==> config.mk <==
export PLATFORM = sky130hd
export DESIGN_NAME = gsfe_ctrl
export DESIGN_NICKNAME = d
export VERILOG_FILES = /design/src/sv/gsfe_pkg.sv /design/src/sv/gsfe_ctrl.sv
export SDC_FILE = /design/constraint.sdc
export NUM_CORES = 1
export LEC_CHECK = 0
export BUFFER_PORTS_ARGS = -buffer_cell sky130_fd_sc_hd__buf_2
export CAP_MARGIN = 0
export CORE_MARGIN = 3
export CORE_UTILIZATION = 37
export CTS_CLUSTER_DIAMETER = 120
export DETAILED_ROUTE_END_ITERATION = 16
export PLACE_DENSITY = 0.71
export RECOVER_POWER = 25
export SLEW_MARGIN = 0
export SYNTH_ARGS = -nofsm -noshare
export SYNTH_HDL_FRONTEND = slang
export SYNTH_SLANG_ARGS = --single-unit
==> constraint.sdc <==
create_clock -name clk_i -period 4 [get_ports clk_i]
set_input_delay 0.6 -clock clk_i [delete_from_list [all_inputs] [get_ports clk_i]]
set_output_delay 0.6 -clock clk_i [all_outputs]
set_load 0.02 [all_outputs]
==> src/sv/gsfe_pkg.sv <==
package gsfe_pkg;

  localparam int POS_W   = 16;
  localparam int AMP_W   = 16;
  localparam int SIGMA_W = 16;
  localparam int SLOT_W  = 4;
  localparam int CNT_W   = 5;
  localparam int FIELD_W = 24;
  localparam int INV_W   = 32;

  localparam logic KIND_LOAD  = 1'b0;
  localparam logic KIND_QUERY = 1'b1;

  // log2(e), ln(2) and 1.0 in Q30
  localparam longint unsigned LOG2E_Q30 = 64'd1549082005;
  localparam longint unsigned LN2_Q30   = 64'd744261118;
  localparam longint unsigned ONE_Q30   = 64'd1073741824;

  localparam logic signed [FIELD_W-1:0] FIELD_MAX = 24'sh7FFFFF;
  localparam logic signed [FIELD_W-1:0] FIELD_MIN = 24'sh800000;

  // divider runs one quotient bit per step over a 33-bit numerator
  localparam logic [5:0] DIV_LAST = 6'd32;
  localparam logic [5:0] DIV_DONE = 6'd33;

  typedef struct packed {
    logic signed [POS_W-1:0] x;
    logic signed [POS_W-1:0] y;
    logic signed [AMP_W-1:0] amp;
    logic [INV_W-1:0]        inv;
  } entry_t;

  typedef struct packed {
    logic capture;
    logic square;
    logic div_init;
    logic div_step;
    logic tbl_write;
    logic issue;
    logic result_load;
  } cmd_t;

  typedef struct packed {
    logic div_last;
    logic cnt_zero;
    logic issue_last;
    logic pipe_busy;
    logic out_free;
  } sts_t;

endpackage

==> src/sv/gsfe_ctrl.sv <==
module gsfe_ctrl (
  input  logic          clk_i,
  input  logic          rst_ni,
  input  logic          in_valid_i,
  output logic          in_ready_o,
  input  logic          kind_i,
  input  gsfe_pkg::sts_t sts_i,
  output gsfe_pkg::cmd_t cmd_o
);
  import gsfe_pkg::*;

  typedef enum logic [7:0] {
    ST_IDLE   = 8'b0000_0001,
    ST_SQUARE = 8'b0000_0010,
    ST_PREP   = 8'b0000_0100,
    ST_DIVIDE = 8'b0000_1000,
    ST_WRITE  = 8'b0001_0000,
    ST_ISSUE  = 8'b0010_0000,
    ST_DRAIN  = 8'b0100_0000,
    ST_DONE   = 8'b1000_0000
  } state_e;

  state_e state_q, state_d;
  logic   accept;

  assign in_ready_o = (state_q == ST_IDLE);
  assign accept     = in_valid_i && in_ready_o;

  always_comb begin
    state_d = state_q;
    cmd_o   = '0;
    case (state_q)
      ST_IDLE: begin
        if (accept) begin
          cmd_o.capture = 1'b1;
          state_d = (kind_i == KIND_QUERY) ? ST_ISSUE : ST_SQUARE;
        end
      end
      ST_SQUARE: begin
        cmd_o.square = 1'b1;
        state_d = ST_PREP;
      end
      ST_PREP: begin
        cmd_o.div_init = 1'b1;
        state_d = ST_DIVIDE;
      end
      ST_DIVIDE: begin
        cmd_o.div_step = 1'b1;
        if (sts_i.div_last) state_d = ST_WRITE;
      end
      ST_WRITE: begin
        cmd_o.tbl_write = 1'b1;
        state_d = ST_IDLE;
      end
      ST_ISSUE: begin
        if (sts_i.cnt_zero) begin
          state_d = ST_DRAIN;
        end else begin
          cmd_o.issue = 1'b1;
          if (sts_i.issue_last) state_d = ST_DRAIN;
        end
      end
      ST_DRAIN: begin
        if (!sts_i.pipe_busy) state_d = ST_DONE;
      end
      ST_DONE: begin
        if (sts_i.out_free) begin
          cmd_o.result_load = 1'b1;
          state_d = ST_IDLE;
        end
      end
      default: state_d = ST_IDLE;
    endcase
  end

  always_ff @(posedge clk_i or negedge rst_ni) begin
    if (!rst_ni) begin
      state_q <= ST_IDLE;
    end else begin
      state_q <= state_d;
    end
  end

endmodule

**Word level (Yosys, flattened, before mapping)**

Index checks and enable logic that the tools add are counted.

- Equality and inequality tests: 13
- Mux-type cells: 18
- Reduce and logical (&&, ||, !) cells: 2

Operators with widths:

| cell | number |
|---|---|
| case mux 8 bit (7 select lines) | 1 |
| two-way mux 8 bit | 6 |
| two-way mux 1 bit | 10 |
| equality test 8 x 1 -> 1 bit (second input constant) | 1 |
| equality test 8 x 2 -> 1 bit (second input constant) | 1 |
| equality test 8 x 3 -> 1 bit (second input constant) | 1 |
| equality test 8 x 4 -> 1 bit (second input constant) | 1 |
| equality test 8 x 5 -> 1 bit (second input constant) | 1 |
| equality test 8 x 6 -> 1 bit (second input constant) | 1 |
| equality test 8 x 7 -> 1 bit (second input constant) | 1 |
| equality test 8 bit (second input constant) | 1 |
| two-way mux 6 bit | 1 |
| != test 2 bit (second input constant) | 3 |
| AND reduction 5 bit | 1 |
| != test 3 bit (second input constant) | 1 |
| != test 2 x 1 -> 1 bit (second input constant) | 1 |
| logical AND 1 bit | 1 |

- Bits in registers: 8
- Bits of input ports: 9
- Output and inout bits: 8
- Logic and storage cells: 34

**Depth between registers and ports, before layout**

- Word-level depth: 4
- Mapped depth: 5
- Gate-level depth less buffers: 4

**Worst setup path after synthesis**

No wires, ideal clock.

- Path kind: reg2out
- Start: register state_q[1]
- End: output cmd_o[4] (netlist bit)
- Arrival time: 1441 ps
- Data required time: 3400 ps
- Setup slack: 1959 ps
- Cell stages (with the launch flop): 4
- Path buffers: 0
- Cells stage by stage: dfrtp_1 -> nor4_4 -> nand2_1 -> nor3b_1

RTL lines:

| item | RTL line | text |
|---|---|---|
| start, declared | gsfe_ctrl.sv:23 | `state_e state_q, state_d;` |
| start signal, assigned | gsfe_ctrl.sv:80 | `state_q <= state_d;` |
| end, declared | gsfe_ctrl.sv:8 | `output gsfe_pkg::cmd_t cmd_o` |

==> insert_results.sql <==
INSERT INTO impl_metrics (metric_group, metric, value, unit) VALUES
('power', 'power.static_leakage', '0.306', 'nW'),
('flow_run', 'drv.max_cap_violation_count', '0', ''),
('routing', 'routed_via_density', '5.48', ''),
('yosys', 'synth.ff_latch_count', '8', ''),
('grt', 'grt_usage', '0.142', ''),
('cells_and_area', 'final.fill_count', '117', ''),
('sta', 'slew_viol_final', '0', ''),
('clock_network', 'clock_tree_from_tritoncts', 'done', ''),
('setup_path', 'path_class', 'flop to output port', ''),
('clock_network', 'cts.root.buffer_cell', 'clkbuf_4', ''),
('cells_and_area', 'multi_input_comb_area', '279', 'um2'),
('cells_and_area', 'largest_regs', 'state_q (8)', ''),
('clock_network', 'postCtsHoldBufs', '0', ''),
('routing', 'drt_pre_antenna_iters', '4', ''),
('sta', 'max_slew_margin', '0.709', ''),
('placement', 'post_place_setup_slack', '2.04', 'ns'),
('sta', 'finalHoldViolations', '0', ''),
('setup_path', 'worstPathCellList', 'nor4_4, nand2_1, nor3b_1, buf_2', ''),
('sta', 'finClkSkew', '0.0124', 'ns'),
('clock_network', 'post_cts.repair.setup_buffers', '0', ''),
('setup_path', 'critical_path.n_buffers_inverters', '1', ''),
('grt', 'first_pass_grt_wire_length', '1930', 'um'),
('clock_network', 'clock_latency_at_the_later_pin_of_the_worst_skew_pair', '0.26', 'ns'),
('sta', 'min_period_over_period', '0.563', ''),
('routing', 'drc_errors', '0', ''),
('yosys', 'netlist.area_leader.share', '0.355', ''),
('sta', 'worst_slew_pin_tran', '0.436', 'ns'),
('die', 'fp.dieH', '42.5', 'um'),
('setup_path', 'cp_data_arrival_time', '1.65', 'ns'),
('yosys', 'syn_area', '493', 'um2'),
('yosys', 'post-synth-top-count-cell', 'nor2_1', ''),
('clock_network', 'clkSinkCount', '8', ''),
('setup_path', 'cpLargestDelayFamily', 'simple AND/OR/NAND/NOR gates', ''),
('die', 'core.rowCount', '12', ''),
('die', 'core_area', '1170', 'um2'),
('routing', 'route.antenna.remaining_nets', '0', ''),
('grt', 'antenna_found_initial', '0', ''),
('sta', 'grt_setup_unrepaired', 'false', ''),
('setup_path', 'crit_path_start', 'state_q[1]$_DFFE_PN0P_', ''),
('setup_path', 'r2r-start', 'state_q[1]$_DFFE_PN0P_', ''),
('status', 'outcome', 'complete, no violations', ''),
('yosys', 'seq_area_frac_synth', '0.409', ''),
('placement', 'dp_hpwl', '852', 'um'),
('setup_path', 'worst_path_max_delay_cell', 'dfrtp_1', ''),
('setup_path', 'setup.worst_path.end_class', 'output port', ''),
('clock_network', 'cts_resized', '0', ''),
('routing', 'route.detailed.wl_per_inst', '12.4', 'um'),
('cells_and_area', 'final_cell_area_excluding_filler_cells', '611', 'um2'),
('setup_path', 'critical_path_fanout_max', '5', ''),
('cells_and_area', 'final_core_utilization', '0.521', ''),
('yosys', 'distinct_cell_type_count_after_synthesis', '27', ''),
('yosys', 'library_cell_with_the_largest_summed_area_after_synthesis', 'dfrtp_1', ''),
('placement', 'portBuffers', '16', ''),
('power', 'vdd_ir_drop_max', '0.299', 'mV'),
('power', 'power_dens_cells', '547', 'nW/um2'),
('clock_network', 'tritoncts.num_buffers', '3', ''),
('sta', 'number_of_failing_setup_endpoints_in_the_final_timing_report', '0', ''),
('grt', 'grt_max_degree', '10', ''),
('grt', 'grt_pass1_vias', '471', ''),
('yosys', 'synthTopCellsByArea', 'dfrtp_1 36%, nor2_1 7.6%, dfstp_2 5.3%, nor4_4 4.3%, o32ai_1 3.6%', ''),
('clock_network', 'cts_max_level', '1', ''),
('routing', 'route.final.wire_length', '1070', 'um'),
('clock_network', 'ctsLongestPathBuffers', '2', ''),
('sta', 'max_clock_freq', '444', 'MHz'),
('routing', 'route.vias.total', '471', ''),
('yosys', 'ys_warn_count', '0', ''),
('sta', 'setup-tns-final', '0', 'ns'),
('sta', 'period_needed', '2.25', 'ns'),
('clock_network', 'clk_pin_slew_worst_paths', '0.06', 'ns'),
('cells_and_area', 'n_antenna_cell', '0', ''),
('cells_and_area', 'sequential_cell_area', '201', 'um2');
==> path summary, 6_finish.rpt <==
path | endpoint | slack (ns) | cells past startpoint
setup / recovery | cmd_o[4] | 1.75 | 4
hold / removal | state_q[6]$_DFFE_PN0P_ | 0.24 | 1
setup reg to reg | state_q[0]$_DFFE_PN1P_ | 2.53 | 4
hold reg to reg | state_q[3]$_DFFE_PN0P_ | 0.69 | 2
max in group asynchronous | state_q[0]$_DFFE_PN1P_ | 3.41 | 1
min in group clk_i | state_q[0]$_DFFE_PN1P_ | 0.51 | 2
==> metal layers <==
metal	part of all wire	up-vias	track usage
li1	-	229	-
met1	0.43	220	0.177
met2	0.48	19	0.207
met3	0.071	3	0.0386
met4	0.020	0	0.106
met5	0	-	0
==> cell families after synthesis <==
logic type      Yosys count  share of synthesized area
compound gates           10                      0.155
xor+xnor                  1                     0.0178
buf+inv                   3                     0.0254
flops                     8                      0.409
simple gates             31                      0.393
==> cells in the final DEF, fill, tap and decap left out <==
cell	instances
o32ai_1	2
nand2b_1	1
clkbuf_4	3
a21oi_1	1
dfrtp_1	7
nand3_1	3
a21o_1	2
xor2_1	1
clkbuf_1	2
and2b_1	1
o22ai_1	1
dfstp_2	1
nor3b_1	2
and2_1	1
inv_1	2
o211ai_1	1
a2111oi_2	1
and2_2	1
nor3b_2	1
nor3_1	2
nor2_1	10
nand2_1	1
buf_2	15
or3b_1	2
and3_1	1
nor2b_1	2
nand3b_1	2
o21ai_0	2
nor4_4	1
==> power breakdown <==
group / internal, mW / switching [mW] / leakage [nW]
Clock: 0.0383 / 0.0295 / 0.0150
Combinational: 0.0643 / 0.0860 / 0.184
Sequential: 0.0984 / 0.0175 / 0.107
Total: 0.201 / 0.133 / 0.306
==> area by class of cell <==
class,instances,share of cell area
clock buffers,4,0.0430
flip-flops and latches,8,0.330
multi-input cells,42,0.457
inverters,2,0.0123
well taps,14,0.0287
repair buffers,16,0.129
==> through the flow <==
step,power [mW],hold slack [ns]
4_1_cts,0.337,0.171
3_3_place_gp,0.264,0.454
2_1_floorplan,0.228,0.304
6_report,0.334,0.245
3_5_place_dp,0.267,0.451
5_1_grt,0.360,0.262
Power figures use the tool's default switching activity.
